## config.mk

```make
export PLATFORM = sky130hd
export DESIGN_NAME = rtpa_ram
export DESIGN_NICKNAME = d
export VERILOG_FILES = /design/src/rtpa_ram.sv
export SDC_FILE = /design/constraint.sdc
export NUM_CORES = 1
export LEC_CHECK = 0
export BUFFER_PORTS_ARGS = -buffer_cell sky130_fd_sc_hd__buf_2
export CAP_MARGIN = 10
export CELL_PAD_IN_SITES_DETAIL_PLACEMENT = 0
export CELL_PAD_IN_SITES_GLOBAL_PLACEMENT = 1
export CORE_UTILIZATION = 48
export CTS_CLUSTER_DIAMETER = 120
export DETAILED_ROUTE_END_ITERATION = 16
export PLACE_DENSITY = 0.86
export SYNTH_ARGS = -nofsm -noshare
export SYNTH_HDL_FRONTEND = slang
export SYNTH_SLANG_ARGS = --single-unit
export TNS_END_PERCENT = 30
```

## constraint.sdc

```tcl
create_clock -name i_clk -period 1.6 [get_ports i_clk]
set_clock_uncertainty 0.05 [all_clocks]
set_input_delay 0.08 -clock i_clk [delete_from_list [all_inputs] [get_ports i_clk]]
set_output_delay 0.08 -clock i_clk [all_outputs]
set_load 0.01 [all_outputs]
```

## src/rtpa_ram.sv

```systemverilog
// generic single write port ram with registered read
`default_nettype none

module rtpa_ram #(
    parameter int WIDTH = 8,
    parameter int DEPTH = 16
) (
    input  wire logic                     i_clk,
    input  wire logic                     i_we,
    input  wire logic [$clog2(DEPTH)-1:0] i_waddr,
    input  wire logic [WIDTH-1:0]         i_wdata,
    input  wire logic [$clog2(DEPTH)-1:0] i_raddr,
    output logic      [WIDTH-1:0]         o_rdata
);

    logic [WIDTH-1:0] r_mem [DEPTH];

    always_ff @(posedge i_clk) begin
        if (i_we) begin
            r_mem[i_waddr] <= i_wdata;
        end
        o_rdata <= r_mem[i_raddr];
    end

endmodule

`default_nettype wire

```

== Yosys cells after proc, flatten, opt, wreduce, memory -nomap -nowiden ==
Memory sizes are Yosys's and may differ from the RTL's. A register that Yosys moved wholly into a read port is not among the register bits.
Index checks and enable logic that the tools add are counted.
W data, S select, Z words.
Operators by class
  $add $sub $neg: 0
  multiply operators: 0
  div/mod/pow operators: 0
  magnitude comparators: 0
  equal/unequal tests: 0
  shifts and indexed selects: 0
  multiplexer cells: 2
  bitwise gates (word level): 0
  reductions and logical operators: 0
Operators with widths (number)
  $mux W1: 2
Word-level totals
  register bits after elaboration: 0
  bits in latches: 0
  memory bits (writable): 128
  bits in read-only memories: 0
  memories: 1
Memories
  r_mem: words 16, width 8, read ports 1, clocked after memory_dff 1, write ports 1, line 16  | logic [WIDTH-1:0] r_mem [DEPTH];

== Depth between registers and ports, before layout ==
Gate-level depths: netlist of run 1.
  depth in word-level cells: 2
  depth in mapped cells: 5
  mapped depth without buffers: 3

== Worst setup path after synthesis of run 1 ==
Ideal clock, no wire load.
  path type: input to register
  from: input i_waddr[2]
  to: memory r_mem[0][0] (enable)
  library setup time: 383 ps
  arrival time: 1190 ps
  required time: 1167 ps
  path slack: -23 ps
  cell stages on the path: 2
  cells stage by stage: or3b_2 -> nor3_1
RTL lines
  from (decl): line 10  | input wire logic [$clog2(DEPTH)-1:0] i_waddr,
  to (decl): line 16
No word-level cell before the write port.

==> results of run 1 <==
## sequential cells by signal, summed over array words and instances (netlist names)
name	cells
r_mem	128
o_rdata	8
## cell usage after synthesis, drive strengths merged
library cell     n  area (µm²)
a22oi           16         120
and2             1        6.26
and2b            1        7.51
buf              7        56.3
clkdlybuf4s25    3        30.0
dfxtp            8         160
edfxtp         128        3840
mux4            32         773
nand2            9        33.8
nand2b           2        12.5
nand3            1        5.00
nand3b           2        15.0
nor2            13        48.8
nor2b            1        6.26
nor3             4        20.0
or3b             1        8.76
## worst reg2reg max path, delay by kind of cell, from the launching register on
kind,cells,cell delay [ns]
flops,1,0.45
compound gates,1,0.28
simple gates,1,0.07
mux,1,0.55
## placed cells by master, fill, tap and decap left out, types with 8 or more instances in the layout
cell,count
sky130_fd_sc_hd__edfxtp_1,128
sky130_fd_sc_hd__buf_2,25
sky130_fd_sc_hd__mux4_2,18
sky130_fd_sc_hd__buf_4,18
sky130_fd_sc_hd__a22oi_1,16
sky130_fd_sc_hd__clkbuf_16,16
sky130_fd_sc_hd__mux4_1,14
sky130_fd_sc_hd__nor2_1,13
sky130_fd_sc_hd__nand2_1,9
sky130_fd_sc_hd__dlygate4sd3_1,8
sky130_fd_sc_hd__dfxtp_1,8
## layer usage
metal  part of all wire  vias up  wire [µm]
met5                  0        -          0
met4              0.010        0        102
met3              0.061       11        622
met2               0.53      108       5440
met1               0.40     1251       4030
li1                   -     1099          -
## final cells by class
cell class	count	share of cell area
clock buffers	18	0.0671
clock inverters	14	0.0281
well taps	136	0.0273
flip-flops and latches	136	0.643
repair buffers	54	0.0643
multi-input cells	83	0.171
## through the flow
step           area (µm²)  std cells
6_report             6230        441
5_1_grt              6230        441
4_1_cts              6230        441
3_5_place_dp         5560        401
3_3_place_gp         5560        401
2_1_floorplan        5150        229
## cells by family (layout without fill, tap and decap cells)
family | after synthesis | after routing | share of synthesized area
DFF | 136 | 136 | 0.778
buffers and inverters | 10 | 86 | 0.0168
AOI/OAI and AO/OA | 16 | 16 | 0.0233
muxes | 32 | 32 | 0.150
and+or+nand+nor | 35 | 35 | 0.0318
## power groups by stage
stage,combinational (mW),sequential [mW],clock [mW]
6_report,0.398,4.01,3.86
5_1_grt,0.429,4.02,4.04
4_1_cts,0.404,4.02,3.92
3_5_place_dp,0.380,4.09,0
3_3_place_gp,0.369,4.08,0
2_1_floorplan,0.202,4.09,0
## timing repair
action | 4_1_cts | 5_1_grt
hold buffers | 8 | 0
setup endpoints to repair | 0 | 0
hold endpoints to repair | 128 | 0
## how the worst min path moves through the flow
| stage | from | endpoint | slack, ns | depth (start not counted) |
|---|---|---|---|---|
| after detailed placement | i_wdata[7] | r_mem[13][7]$_DFFE_PP_ | 0.42 | 1 |
| after floorplan | i_wdata[0] | r_mem[0][0]$_DFFE_PP_ | 0.13 | 0 |
| after CTS | i_raddr[3] | o_rdata[0]$_DFF_P_ | 0.04 | 5 |
| after global routing | i_waddr[1] | r_mem[0][0]$_DFFE_PP_ | 0.08 | 3 |
| final | i_raddr[3] | o_rdata[4]$_DFF_P_ | 0.07 | 5 |
| after global placement | i_wdata[0] | r_mem[12][0]$_DFFE_PP_ | 0.41 | 1 |
==> out/qor.csv, run 1 <==
metric;value;unit
status;finished clean;
synth-seq-cells;136;
avgSynthCellArea;22.5;µm²
p_sw_frac;0.208;
crit_cells;3;
grt_start_max_net_pins;33;
holdWs;0.0710;ns
clock_sinks;136;
avgViaCountPerCell;5.60;
synth.lib_cells_used.distinct;19;
worstPathRequired;1.95;ns
synth_area;5150;µm²
cts-buffers-inserted;17;
clkTransAtPathRegs;0.06;ns
groute.usage.overall;0.202;
met2_use_gr;0.343;
vdd.ir_drop.worst;0.000549;V
r2r_slack;0.08;ns
kind_of_end_point_of_the_critical_path;flip-flop;
grtUsageMet1;0.254;
area_taken_by_flip_flops_and_latches;4000;µm²
hpwl;5910;µm
placement_rows;37;
clock_power_share;0.467;
crit-reg2reg-launch;r_mem[8][0]$_DFFE_PP_;
ys_seq_area_frac;0.778;
drt-wirelength-per-cell;23.1;µm
drt-pass1-iter-count;4;
final_nets;310;
wire_length_of_the_first_global_routing_pass;15400;µm
io_buffers;25;
layout_worst_path_cycle_share;0.948;
clk_latency;0.52;ns
critPathMaxFanout;1;
final_critical_path_setup_slack;0.0836;ns
cts_setup_buffers;0;
core_area;10400;µm²
finalSetupViolCount;0;
finalWeightedCongestion;0.715;
powerDensity;1330;nW/µm²
synth_cells;229;
timing.critical_path.to;o_rdata[0]$_DFF_P_;
count_of_routing_violations_after_the_opening_detailed_route_iteration;220;
max_slew.worst_pin.slew;0.389;ns
fmax;659;MHz
cts.htree.levels;4;
fp.dieH;106;µm
clk_path_buf_depth;2;
grt_most_used_layer;met2;
tritoncts;done;
synthesis.nets;247;
crit_path_cell_trace;mux4_2, a22oi_1, nand2_1;
fillerInstances;729;
report.power.total;8.27;mW
die_width;106;µm
rsz_0062_raised_after_global_routing;false;
crit_arrival;1.86;ns
clock_tree.root_cell;sky130_fd_sc_hd__clkbuf_8;
maxSlewViolCount;0;
die_area;11100;µm²
timing.final.hold_violations;0;
cts_resized;0;
syn2layout_area_growth;21.0;%
cp_slowest_cell;sky130_fd_sc_hd__mux4_2;
globalRouteMet3Util;0.0464;
seq_power_share;0.485;
max_cap_violations;0;
postLayoutCoreUtil;0.601;
final_period_minus_worst_setup_slack;1.52;ns
pre_cts_slack;0.0285;ns
antenna_found_initial;0;
drive_above_1_share;0.318;
timing.hold.worst.class;input port to flip-flop;
cpPeakStageDelay;0.55;ns
initial_utilization;0.496;
netSwitchingPower;1.72;mW
multi_input_area;1060;µm²
share_comb_of_total_power;0.048;
power_leakage;2.14;nW
cell_internal_pwr;6.55;mW
num_antenna_cells;0;
antenna_violating_nets_post_route;0;
number_of_global_route_vias_before_repair;2526;
top_level_pins;26;
cp.buffers_inverters;0;
grt-ovfl-total;0;
detailroute.via_count;2469;
startpoint_type;flip-flop;
timing_startpoint_of_the_critical_path;r_mem[8][0]$_DFFE_PP_;
worst_r2r_path_depth;3;
route.detailed.drc;0;
setup_total_negative_slack;0;ns
path_class;flip-flop to flip-flop;
worst_slew_margin_rel;0.741;
timing.critical_path.max_delay_family;multiplexers;
ys_warn_count;0;
route.final.wire_length;10200;µm
worst_reg2reg_path_endpoint;o_rdata[0]$_DFF_P_;
Note: power is estimated with default switching activity, not from simulation.
==> inputs of run 2 (changes only) <==
- clock period: 1.6 -> 1.3 ns (I/O delays scaled with it)
==> run 2 against run 1 <==
Effect of this change:
- the run now ends with negative setup slack left
- critical path type unchanged
- die area unchanged
- clock-buffer cell count shrank 1
- critical path depth is the same
- utilization up 0.65 points
- critical endpoint is now o_rdata[6]$_DFF_P_
- worst setup slack worse by 0.25 ns
- register-to-register slack worse by 0.25 ns
- hold slack about the same
- final cell count rose by 0.91%
- routed wire length rose by 2.6%
- combinational power up 33%
- highest routed layer unchanged
- clock power increased by 23%
- sequential power is 23% higher
==> out/qor.csv, run 2 (synthesis gave the netlist of run 1 again) <==
metric;value;unit;change
io_buffers;25;;unchanged
clkTransAtPathRegs;0.06;ns;about the same
seq_power_share;0.484;;about the same
worst_slew_margin_rel;0.465;;-0.275
power_leakage;2.14;nW;+0.16%
initial_utilization;0.496;;unchanged
clk_path_buf_depth;2;;unchanged
maxSlewViolCount;0;;unchanged
cell_internal_pwr;8.07;mW;+23%
route.final.wire_length;10500;µm;+2.6%
timing.hold.worst.class;input port to flip-flop;;
wire_length_of_the_first_global_routing_pass;15400;µm;-0.40%
fmax;680;MHz;+3.1%
core_area;10400;µm²;unchanged
avgViaCountPerCell;5.68;;+1.4%
grt-ovfl-total;0;;unchanged
final_nets;314;;+1.3%
top_level_pins;26;;unchanged
drive_above_1_share;0.369;;+0.0509
cpPeakStageDelay;0.54;ns;about the same
finalWeightedCongestion;0.714;;about the same
worstPathRequired;1.65;ns;-0.30 ns
detailed_place.area;5610;µm²;+0.99%
cts-buffers-inserted;17;;unchanged
largestRegisters;r_mem x128, o_rdata x8;;
clk_latency;0.52;ns;about the same
critPathMaxFanout;1;;unchanged
layout_worst_path_cycle_share;1.13;;+0.184
finalSetupViolCount;8;;+8
pre_cts_slack;-0.246;ns;-0.275 ns
rsz_0062_raised_after_global_routing;true;;
vdd.ir_drop.worst;0.00101;V;+83%
final_period_minus_worst_setup_slack;1.47;ns;-0.0456 ns
crit_path_cell_trace;mux4_2, a22oi_2, nand2_2;;
design_area;6300;µm²;+1.1%
clock_power_share;0.464;;-0.003
count_of_routing_violations_after_the_opening_detailed_route_iteration;191;;-13%
number_of_global_route_vias_before_repair;2545;;+0.75%
timing.final.hold_violations;0;;unchanged
cts.htree.levels;4;;unchanged
drt-pass1-iter-count;5;;+1
max_cap_violations;0;;unchanged
max_slew.worst_pin.slew;0.800;ns;+0.411 ns
clock_tree.root_cell;sky130_fd_sc_hd__clkbuf_8;;
top_register;r_mem;;
antenna_violating_nets_post_route;0;;unchanged
drt-wirelength-per-cell;23.5;µm;+1.7%
p_sw_frac;0.208;;about the same
die_width;106;µm;unchanged
status;complete, but fails checks;;
antenna_found_initial;0;;unchanged
placement_rows;37;;unchanged
holdWs;0.0709;ns;-0.0000682 ns
die_area;11100;µm²;unchanged
final_critical_path_setup_slack;-0.171;ns;-0.254 ns
crit_arrival;1.82;ns;-0.04 ns
detailroute.via_count;2527;;+2.3%
startpoint_type;flip-flop;;
groute.usage.overall;0.205;;+0.00257
kind_of_end_point_of_the_critical_path;flip-flop;;
cp_slowest_cell;sky130_fd_sc_hd__mux4_2;;
syn2layout_area_growth;22.3;%;
netSwitchingPower;2.12;mW;+23%
num_antenna_cells;0;;unchanged
path_class;flip-flop to flip-flop;;
grt_start_max_net_pins;20;;-39%
mostFrequentLayoutCell;sky130_fd_sc_hd__edfxtp_1;;
tritoncts;done;;
failing_checks;negative setup slack;;
hpwl;5620;µm;-4.9%
share_comb_of_total_power;0.052;;+0.004
clock_sinks;136;;unchanged
max_reg_flops;128;;unchanged
route.detailed.drc;0;;unchanged
powerDensity;1620;nW/µm²;+22%
final_cell_mix;128 x sky130_fd_sc_hd__edfxtp_1, 25 x sky130_fd_sc_hd__buf_2, 23 x sky130_fd_sc_hd__mux4_2;;
cts_setup_buffers;0;;unchanged
fp.dieH;106;µm;unchanged
-- run 2: cell types whose count changed in the layout (fill, tap and decap cells not counted), moves of 2 or more --
cell,change
sky130_fd_sc_hd__mux4_2,+5
sky130_fd_sc_hd__a22oi_1,-6
sky130_fd_sc_hd__buf_4,+2
sky130_fd_sc_hd__buf_12,+2
sky130_fd_sc_hd__a22oi_2,+6
sky130_fd_sc_hd__mux4_1,-5
sky130_fd_sc_hd__clkinvlp_4,+2
-- run 2: worst paths after layout --
kind,startpoint,to,slack [ns],depth (start not counted)
worst max-delay path,r_mem[10][6]$_DFFE_PP_,o_rdata[6]$_DFF_P_,-0.17,3
worst min-delay path,i_raddr[3],o_rdata[1]$_DFF_P_,0.07,4
worst max register to register,r_mem[10][6]$_DFFE_PP_,o_rdata[6]$_DFF_P_,-0.17,3
worst min register to register,r_mem[14][1]$_DFFE_PP_,o_rdata[1]$_DFF_P_,0.62,3
-- run 2: power groups by stage --
| stage | sequential (mW) | combinational (mW) | clock [mW] |
|---|---|---|---|
| 2_1_floorplan | 5.03 | 0.249 | 0 |
| 3_3_place_gp | 5.01 | 0.475 | 0 |
| 3_5_place_dp | 5.02 | 0.484 | 0 |
| 4_1_cts | 4.93 | 0.525 | 4.77 |
| 5_1_grt | 4.94 | 0.565 | 4.96 |
| 6_report | 4.93 | 0.529 | 4.73 |
-- run 2: per-stage QoR --
stage               setup TNS (ns)  power (mW)  utilization  std cells
floorplan                    -2.57        5.28            -        229
global placement             -2.85        5.49        0.541        405
detailed placement           -3.58        5.50        0.541        405
CTS                         -0.739        10.2        0.607        445
global route                -0.969        10.5        0.607        445
finish                      -0.577        10.2        0.607        445
-- run 2: what timing repair did --
action | in CTS | in global routing
pin swaps | 5 | 1
hold buffers | 8 | 0
setup endpoints to repair | 8 | 8
gates resized for setup | 7 | 5
endpoints found under the hold margin | 128 | 0
-- run 2: worst max-delay path: cells and delay by family (launching register included) --
| family | cells | cell delay [ns] |
|---|---|---|
| mux | 1 | 0.54 |
| flops | 1 | 0.43 |
| compound gates | 1 | 0.24 |
| simple gates | 1 | 0.10 |
-- run 2: cell type report --
class | instances | area (µm²)
Fill cell | 701 | 4070
Sequential cell | 136 | 4000
Multi-Input combinational cell | 83 | 1080
Timing Repair Buffer | 58 | 455
Clock buffer | 17 | 414
Clock inverter | 15 | 178
Tap cell | 136 | 170
-- run 2: per-layer routing --
layer  vias up  track usage  share of wire
li1       1099            -              -
met1      1287        0.243           0.37
met2       129        0.348           0.54
met3        12       0.0594          0.067
met4         0       0.0933          0.021
met5         -            0              0
