`src/rtpa_pkg.sv`:
```
// shared types, constants and tables for the rssi table power average block
`default_nettype none

package rtpa_pkg;

    localparam int STATIONS = 16;
    localparam int SAMPLES  = 8;

    localparam int ROW_W   = $clog2(STATIONS);
    localparam int SLOT_W  = (SAMPLES > 1) ? $clog2(SAMPLES) : 1;
    localparam int CNT_W   = $clog2(SAMPLES + 1);
    localparam int SADDR_W = ROW_W + SLOT_W;
    localparam int SDEPTH  = STATIONS * (2 ** SLOT_W);

    localparam int MAC_W  = 48;
    localparam int RSSI_W = 8;
    localparam int TIME_W = 32;
    localparam int AVG_W  = 12;

    localparam int P_W     = 21;
    localparam int SUM_W   = P_W + $clog2(SAMPLES);
    localparam int V_W     = 21;
    localparam int K_W     = 5;
    localparam int F_W     = 16;
    localparam int L_W     = 21;
    localparam int DB_W    = 22;
    localparam int PROD_W  = L_W + DB_W;
    localparam int RES_W   = 14;
    localparam int P_TAB_N = 70;

    localparam logic [DB_W-1:0] DB_PER_LOG2 = 22'd3156528;

    localparam logic [0:9][P_W-1:0] TEN_POW = '{
        21'd1048576, 21'd832914, 21'd661607, 21'd525533, 21'd417446,
        21'd331589, 21'd263390, 21'd209218, 21'd166188, 21'd132008
    };

    typedef logic [0:P_TAB_N-1][P_W-1:0] t_ptab;

    // relative power for a gap of d dB below the strongest sample
    function automatic t_ptab make_ptab();
        t_ptab       tab;
        logic [31:0] v;
        for (int d = 0; d < P_TAB_N; d++) begin
            v = 32'(TEN_POW[d % 10]);
            for (int q = 0; q < d / 10; q++) begin
                v = v / 10;
            end
            tab[d] = v[P_W-1:0];
        end
        return tab;
    endfunction

    localparam t_ptab P_TAB = make_ptab();

    typedef enum logic [1:0] {
        OP_ADD   = 2'd0,
        OP_QUERY = 2'd1,
        OP_PURGE = 2'd2,
        OP_NONE  = 2'd3
    } t_op;

    typedef enum logic [1:0] {
        ST_OK      = 2'd0,
        ST_UNKNOWN = 2'd1,
        ST_EMPTY   = 2'd2,
        ST_FULL    = 2'd3
    } t_status;

    typedef struct packed {
        logic [1:0]               opcode;
        logic [MAC_W-1:0]         station_mac;
        logic signed [RSSI_W-1:0] rssi_dbm;
        logic [TIME_W-1:0]        expiry_time;
        logic [TIME_W-1:0]        present_time;
    } t_in;

    typedef struct packed {
        logic                    found;
        logic signed [AVG_W-1:0] average_dbm_q4;
        logic [3:0]              sample_count;
        logic [1:0]              status;
    } t_out;

    typedef struct packed {
        logic signed [RSSI_W-1:0] rssi;
        logic [TIME_W-1:0]        expiry;
    } t_sample;

    localparam int SAMP_W = $bits(t_sample);

    typedef struct packed {
        logic                     start;
        logic [SUM_W-1:0]         sum;
        logic [CNT_W-1:0]         n;
        logic signed [RSSI_W-1:0] m;
    } t_avg_req;

    typedef struct packed {
        logic                    done;
        logic signed [AVG_W-1:0] avg;
    } t_avg_rsp;

    typedef enum logic [3:0] {
        S_IDLE,
        S_SEARCH,
        S_DISPATCH,
        S_ADD,
        S_QMAX,
        S_QSUM,
        S_QWAIT,
        S_PSCAN,
        S_PWRITE,
        S_DONE
    } t_state;

    typedef enum logic [2:0] {
        L_IDLE,
        L_DIV,
        L_NORM,
        L_LOG,
        L_MUL,
        L_FIN
    } t_lstate;

endpackage

`default_nettype wire

```
`src/rtpa_log.sv`:
```
// mean power divide, normalize, log2 and scale to 1/16 dB
`default_nettype none

module rtpa_log (
    input  wire logic               i_clk,
    input  wire logic               i_rst_n,
    input  wire rtpa_pkg::t_avg_req i_req,
    output rtpa_pkg::t_avg_rsp      o_rsp
);

    localparam int C_W = $clog2(rtpa_pkg::SUM_W + 1);

    rtpa_pkg::t_lstate r_state, n_state;

    logic [rtpa_pkg::SUM_W-1:0]         r_q;
    logic [rtpa_pkg::CNT_W-1:0]         r_rem, r_n;
    logic [C_W-1:0]                     r_c;
    logic [rtpa_pkg::V_W-1:0]           r_v;
    logic [rtpa_pkg::K_W-1:0]           r_k;
    logic [rtpa_pkg::F_W-1:0]           r_f;
    logic [rtpa_pkg::PROD_W-1:0]        r_prod;
    logic signed [rtpa_pkg::RSSI_W-1:0] r_m;
    logic                               r_done;
    logic signed [rtpa_pkg::AVG_W-1:0]  r_avg;

    logic [rtpa_pkg::CNT_W:0]       div_t;
    logic                           div_ge;
    logic [rtpa_pkg::V_W-1:0]       v_init;
    logic [2*rtpa_pkg::V_W-1:0]     sq;
    logic [rtpa_pkg::V_W:0]         sq_q20;
    logic [rtpa_pkg::L_W-1:0]       l_val;
    logic [rtpa_pkg::PROD_W:0]      rounded;
    logic [rtpa_pkg::AVG_W-1:0]     off;
    logic signed [rtpa_pkg::RES_W-1:0] res;

    assign div_t  = {r_rem, r_q[rtpa_pkg::SUM_W-1]};
    assign div_ge = div_t >= {1'b0, r_n};
    assign sq     = r_v * r_v;
    assign sq_q20 = sq[2*rtpa_pkg::V_W-1:20];
    assign l_val  = {r_k, 16'd0} - rtpa_pkg::L_W'(r_f);
    assign rounded = {1'b0, r_prod} + (rtpa_pkg::PROD_W + 1)'(64'd2147483648);
    assign off    = rounded[rtpa_pkg::PROD_W:32];
    assign res    = (rtpa_pkg::RES_W'(r_m) <<< 4) - $signed({2'b00, off});

    always_comb begin
        if (r_q == '0) begin
            v_init = rtpa_pkg::V_W'(1);
        end else if (r_q >= rtpa_pkg::SUM_W'(2 ** rtpa_pkg::V_W)) begin
            v_init = '1;
        end else begin
            v_init = r_q[rtpa_pkg::V_W-1:0];
        end
    end

    always_comb begin
        n_state = r_state;
        unique case (r_state)
            rtpa_pkg::L_IDLE: if (i_req.start) n_state = rtpa_pkg::L_DIV;
            rtpa_pkg::L_DIV:  if (r_c == C_W'(rtpa_pkg::SUM_W - 1)) n_state = rtpa_pkg::L_NORM;
            rtpa_pkg::L_NORM: if (r_c == '0 && r_v[rtpa_pkg::V_W-1]) n_state = rtpa_pkg::L_LOG;
            rtpa_pkg::L_LOG:  if (r_c == C_W'(rtpa_pkg::F_W - 1)) n_state = rtpa_pkg::L_MUL;
            rtpa_pkg::L_MUL:  n_state = rtpa_pkg::L_FIN;
            rtpa_pkg::L_FIN:  n_state = rtpa_pkg::L_IDLE;
            default:          n_state = rtpa_pkg::L_IDLE;
        endcase
    end

    always_comb begin
        o_rsp.done = r_done;
        o_rsp.avg  = r_avg;
    end

    always_ff @(posedge i_clk) begin
        if (!i_rst_n) begin
            r_state <= rtpa_pkg::L_IDLE;
            r_done  <= 1'b0;
        end else begin
            r_state <= n_state;
            r_done  <= (r_state == rtpa_pkg::L_FIN);
        end
    end

    always_ff @(posedge i_clk) begin
        case (r_state)
            rtpa_pkg::L_IDLE: begin
                r_q   <= i_req.sum;
                r_n   <= i_req.n;
                r_m   <= i_req.m;
                r_rem <= '0;
                r_c   <= '0;
            end
            rtpa_pkg::L_DIV: begin
                if (div_ge) begin
                    r_rem <= rtpa_pkg::CNT_W'(div_t - {1'b0, r_n});
                    r_q   <= {r_q[rtpa_pkg::SUM_W-2:0], 1'b1};
                end else begin
                    r_rem <= div_t[rtpa_pkg::CNT_W-1:0];
                    r_q   <= {r_q[rtpa_pkg::SUM_W-2:0], 1'b0};
                end
                r_c <= r_c + C_W'(1);
                r_k <= '0;
            end
            rtpa_pkg::L_NORM: begin
                if (r_c != '0) begin
                    r_v <= v_init;
                    r_c <= '0;
                end else if (!r_v[rtpa_pkg::V_W-1]) begin
                    r_v <= {r_v[rtpa_pkg::V_W-2:0], 1'b0};
                    r_k <= r_k + rtpa_pkg::K_W'(1);
                end
                r_f <= '0;
            end
            rtpa_pkg::L_LOG: begin
                if (sq_q20[rtpa_pkg::V_W]) begin
                    r_v <= sq_q20[rtpa_pkg::V_W:1];
                    r_f <= {r_f[rtpa_pkg::F_W-2:0], 1'b1};
                end else begin
                    r_v <= sq_q20[rtpa_pkg::V_W-1:0];
                    r_f <= {r_f[rtpa_pkg::F_W-2:0], 1'b0};
                end
                r_c <= r_c + C_W'(1);
            end
            rtpa_pkg::L_MUL: begin
                r_prod <= l_val * rtpa_pkg::DB_PER_LOG2;
            end
            rtpa_pkg::L_FIN: begin
                if (res > 0) begin
                    r_avg <= '0;
                end else if (res < -2048) begin
                    r_avg <= rtpa_pkg::AVG_W'(-2048);
                end else begin
                    r_avg <= res[rtpa_pkg::AVG_W-1:0];
                end
            end
            default: begin
            end
        endcase
    end

endmodule

`default_nettype wire

```
`config.mk`:
```
export PLATFORM = sky130hd
export DESIGN_NAME = rtpa_log
export DESIGN_NICKNAME = d
export VERILOG_FILES = /design/src/rtpa_pkg.sv /design/src/rtpa_log.sv
export SDC_FILE = /design/constraint.sdc
export NUM_CORES = 1
export LEC_CHECK = 0
export BUFFER_PORTS_ARGS = -buffer_cell sky130_fd_sc_hd__buf_2
export CAP_MARGIN = 20
export CORE_ASPECT_RATIO = 1.4
export CORE_UTILIZATION = 50
export CTS_BUF_LIST = sky130_fd_sc_hd__clkbuf_4 sky130_fd_sc_hd__clkbuf_8 sky130_fd_sc_hd__clkbuf_16
export CTS_CLUSTER_SIZE = 20
export DETAILED_ROUTE_END_ITERATION = 6
export GPL_TIMING_DRIVEN = 0
export HOLD_SLACK_MARGIN = 0.03
export MAX_ROUTING_LAYER = met4
export PLACE_DENSITY = 0.72
export REMOVE_ABC_BUFFERS = 1
export SYNTH_ARGS = -nofsm -noshare
export SYNTH_HDL_FRONTEND = slang
export SYNTH_SLANG_ARGS = --single-unit
export TNS_END_PERCENT = 30
```
`constraint.sdc`:
```
create_clock -name i_clk -period 16.8 [get_ports i_clk]
set_input_delay 2.52 -clock i_clk [delete_from_list [all_inputs] [get_ports i_clk]]
set_output_delay 2.52 -clock i_clk [all_outputs]
set_load 0.005 [all_outputs]
```
# Yosys cells after proc, flatten, opt, wreduce, memory -nomap -nowiden
# Index checks and enable logic that the tools add are counted.
# op_classes
addsub,6
n_mul,2
n_lt_le_gt_ge,4
eq_ne,15
muxes,23
n_reduce_logical,15
# ops
op,n
$mux 21,5
$pmux 24 s2,1
$add 43x32->44 const B,1
$mul 21x21->42,1
$pmux 21 s2,1
$mul 21x18->39 const B,1
$pmux 16 s2,1
$ge 24x22->1 const B,1
$logic_not 24->1,1
$sub 21x16->21,1
$mux 5,3
$pmux 3 s5,1
$pmux 5 s3,1
$gt 14x1->1 const B,1
$lt 14x12->1 const B,1
$ne 2x2->1 const B,7
$sub 12x13->14,1
$mux 12,1
$mux 3,4
$add 5x1->5 const B,2
$pmux 5 s2,1
$pmux 4 s2,1
$eq 3x2->1 const B,2
$eq 3x3->1 const B,2
18 further kinds,23
# word_totals
register_bits,142
input_bits,39
out_inout_bits,13
wordCells,79

# Longest topological paths before layout
# depth
word_depth,5
depth_mapped,28
depth_no_buf,27

# Worst setup path before layout
# OpenSTA, ideal clock, no wires.
# synth_timing
path_type,flip-flop to flip-flop
start,register r_v[3] (netlist name)
end,register r_v[14] (netlist name) (data pin)
setup_time_ns,0.285
arrival_time_ns,6.909
t_required_ns,16.515
path_slack_ns,9.606
stages_incl_launch_ff,28
n_path_buf,2
period_less_slack_ns,7.194
path_cell_list,edfxtp_1 > clkbuf_1 > nand2_1 > fa_1 > inv_1 > fa_1 > inv_1 > fa_1 > inv_1 > fa_1 > inv_1 > fa_1 > inv_1 > fa_1 > inv_1 > fa_1 > inv_1 > ha_1 > nand4_1 > nor3_2 > o31ai_1 > a211o_1 > a311o_1 > and3_4 > or3_4 > clkbuf_8 > nand2_1 > o311ai_2
# synth_via
elab_chain_len,3
# synth_rtl
element,line,rtl
"start, declared",rtpa_log.sv:18,logic [rtpa_pkg::V_W-1:0] r_v;
"start signal, assigned",rtpa_log.sv:105,r_v <= v_init;
"start signal, assigned",rtpa_log.sv:108,"r_v <= {r_v[rtpa_pkg::V_W-2:0], 1'b0};"
"start signal, assigned",rtpa_log.sv:115,r_v <= sq_q20[rtpa_pkg::V_W:1];
$mul 21x21->42,rtpa_log.sv:38,assign sq = r_v * r_v;
$mux 21,rtpa_log.sv:114,if (sq_q20[rtpa_pkg::V_W]) begin
$pmux 21 s2,rtpa_log.sv:84,case (r_state)
# Every way passes these cells.
# A chain may end at the register's enable or synchronous reset.

# Worst setup path after layout
# layout_timing
start,register r_v[10] (netlist name)
end,register r_v[0] (netlist name) (data pin)
# Same word-level chain as after synthesis.

==> out/metrics.yaml <==
status: "finished clean"
synth_top_cells_by_area: "fa_1 33%, ha_1 18%, edfxtp_1 14%"
ys_warn_count: 0
total_power_uw: 923
synth_flop_cell: "edfxtp_1"
endpoint_kind: "flip-flop"
postCtsHoldBufs: 0
synth_top_area_frac: 0.328
synthToLayoutAreaGrowth_pct: 6.31
nNetsFinal: 3272
crit_path_max_fanout: 26
vias: 17048
first_global_vias: 18584
synth-seq-cells: 115
gp_congestion: 0.951
hpwl_um: 45600
clock-sinks: 115
initial_core_util: 0.507
hold_viol_final: 0
power.leakage_nw: 12.9
cts_made_buffers: 17
fin_crit_ns: 9.29
dieArea_um2: 47800
synthCells: 2494
syn_area_um2: 23400
finalCritPeriodShare: 0.553
cts_max_path_buffers: 2
cp_data_arrival_time_ns: 9.46
clockRootBuffer: "clkbuf_16"
rows: 93
grt_usage: 0.253
synth_cell_types: 75
port_buffers: 51
wl_per_cell_um: 17.7
htreeDepth: 4
die_h_um: 258
insertion_delay_ns: 0.42
drcViolationCount: 0
synth_edf_count: 111
gr-total-overflow: 0
yosys.area.top_type: "fa_1"
drt_wl_total_um: 55400
post-route-util: 0.540
critPathKind: "reg -> reg"
async_flop_share: 0
cts_setup_buffers: 0
die_x_um: 185
syn-mean-instance-area_um2: 9.40
ys_seq_area_frac: 0.146
slew_violations: 0
drv_cap: 0
tightest_slew_ns: 1.06
start_kind: "flip-flop"
viasPerCell: 5.44
fmax_mhz: 108
cp_data_required_time_ns: 16.97
fin_skew_ns: 0.0122
core_um2: 46200
relSlewSlack: 0.296
cts.clk_slew.worst_paths_ns: 0.06
vdd_drop_max_mv: 0.0745
hold_path_class: "reg -> reg"
drive_gt1_frac: 0.0493
cts_tree: "yes"
setup_violations: 0
drt_iter0_markers: 889
setup_tns_ns: 0
io_pins: 52
ant_nets: 0
rsz0062_at_grt: "false"
grt_max_degree: 33
post_cts_resized: 0
grt_pass1_wl_um: 91300
cellPowerDensity_nw_per_um2: 37.0
drt-pass1-iter-count: 7
antenna_found_initial: 1
-- final timing paths --
check | start | end | slack [ns] | cells after the start
worst min-delay path | r_q[21]$_DFFE_PP_ | r_q[22]$_DFFE_PP_ | 0.56 | 2
worst max register to register | r_v[10]$_DFFE_PP_ | r_v[0]$_DFFE_PP_ | 7.51 | 23
worst min register to register | r_q[21]$_DFFE_PP_ | r_q[22]$_DFFE_PP_ | 0.56 | 2
worst max-delay path | r_v[10]$_DFFE_PP_ | r_v[0]$_DFFE_PP_ | 7.51 | 23
-- layout by cell type (no fill, tap or decap), drive strengths merged, types with 5 or more instances in the layout --
cell and instances:
nor3 29, or2 8, a211oi 8, a21o 23
nand3 27, nand2b 7, nor3b 5, clkbuf 17
o21a 5, o21ai 55, buf 59, a211o 5
xnor2 55, and2 42, nand2 234, and3 20
o311ai 22, inv 629, clkinv 17, xor2 40
nor2 150, nand4 14, a31oi 11, o21bai 5
or3 12, ha 346, edfxtp 111, nor4 11
fa 384, o211ai 14, a21oi 68, nor2b 13
-- stage by stage --
stage | hold slack, ns | worst slack, ns | cell area (um^2) | instances
4_1_cts | 0.554 | 7.60 | 24900 | 3132
3_3_place_gp | 0.522 | 7.61 | 24200 | 3093
3_5_place_dp | 0.539 | 7.63 | 24300 | 3101
2_1_floorplan | 0.501 | 9.31 | 23200 | 2425
6_report | 0.559 | 7.51 | 24900 | 3134
5_1_grt | 0.583 | 7.20 | 24900 | 3133
-- metal layers --
layer / vias to the layer above / share of wire / track usage
li1: 7886 / - / -
met2: 462 / 0.55 / 0.469
met3: 184 / 0.041 / 0.0217
met1: 8516 / 0.35 / 0.263
met4: 0 / 0.059 / 0.132
met5: - / 0 / -
-- final cells by class --
cell class | instances | area [um^2]
multi-input combinational | 1672 | 17400
antenna | 2 | 5.00
sequential | 115 | 3410
tap | 617 | 772
inverter | 638 | 2390
fill | 4112 | 21300
clock inverter | 14 | 179
clock buffer | 17 | 425
timing repair buffer | 59 | 358
-- sequential cells by signal (all words and copies together) (netlist names), 4 cells and up --
| signal | flops |
|---|---|
| r_avg | 12 |
| r_c | 5 |
| r_f | 16 |
| r_k | 5 |
| r_m | 8 |
| r_n | 4 |
| r_prod | 12 |
| r_q | 24 |
| r_rem | 4 |
| r_v | 21 |
-- cells by family (layout without fill, tap and decap cells) --
logic type,Yosys count,in the layout,synth area share
compound gates,262,262,0.0764
xor+xnor,95,95,0.0358
fa+ha+maj,730,730,0.513
buf+inv,707,728,0.114
flops,115,115,0.146
mux,3,3,0.00133
other cells,0,2,0
simple gates,582,582,0.114
-- where the power goes --
| part | leakage (nW) | internal (mW) | switching, mW | total (mW) |
|---|---|---|---|---|
| Clock | 0.287 | 0.234 | 0.136 | 0.370 |
| Sequential | 1.12 | 0.333 | 0.0108 | 0.344 |
| Combinational | 11.5 | 0.0887 | 0.120 | 0.209 |
| Total | 12.9 | 0.656 | 0.267 | 0.923 |
-- critical path, stage by stage (launching register included) --
cell and delay, ns:
edfxtp_1 0.93, clkinv_1 0.85, nor2_1 0.52, fa_1 0.52, fa_1 0.54, inv_1 0.06, fa_1 0.53, inv_1 0.05
fa_1 0.52, fa_1 0.45, fa_1 0.56, inv_1 0.06, fa_1 0.53, inv_1 0.04, ha_1 0.32, nand4_1 0.15
nor3_2 0.19, o31ai_1 0.11, a211o_1 0.37, a311o_1 0.39, and3_4 0.17, nor3_4 0.74, nor3_1 0.11, a311o_1 0.30
-- Yosys cell counts (13+ instances only) --
| cell | instances |
|---|---|
| a21o_1 | 23 |
| a21oi_1 | 68 |
| and2_1 | 42 |
| and3_1 | 19 |
| clkbuf_1 | 58 |
| clkinv_1 | 13 |
| edfxtp_1 | 111 |
| fa_1 | 384 |
| ha_1 | 346 |
| inv_1 | 625 |
| nand2_1 | 234 |
| nand3_1 | 26 |
| nand4_1 | 14 |
| nor2_1 | 150 |
| nor2b_1 | 13 |
| nor3_1 | 27 |
| o21ai_0 | 55 |
| o311ai_0 | 21 |
| xnor2_1 | 54 |
| xor2_1 | 40 |
Note: power is estimated with default switching activity, not from simulation.
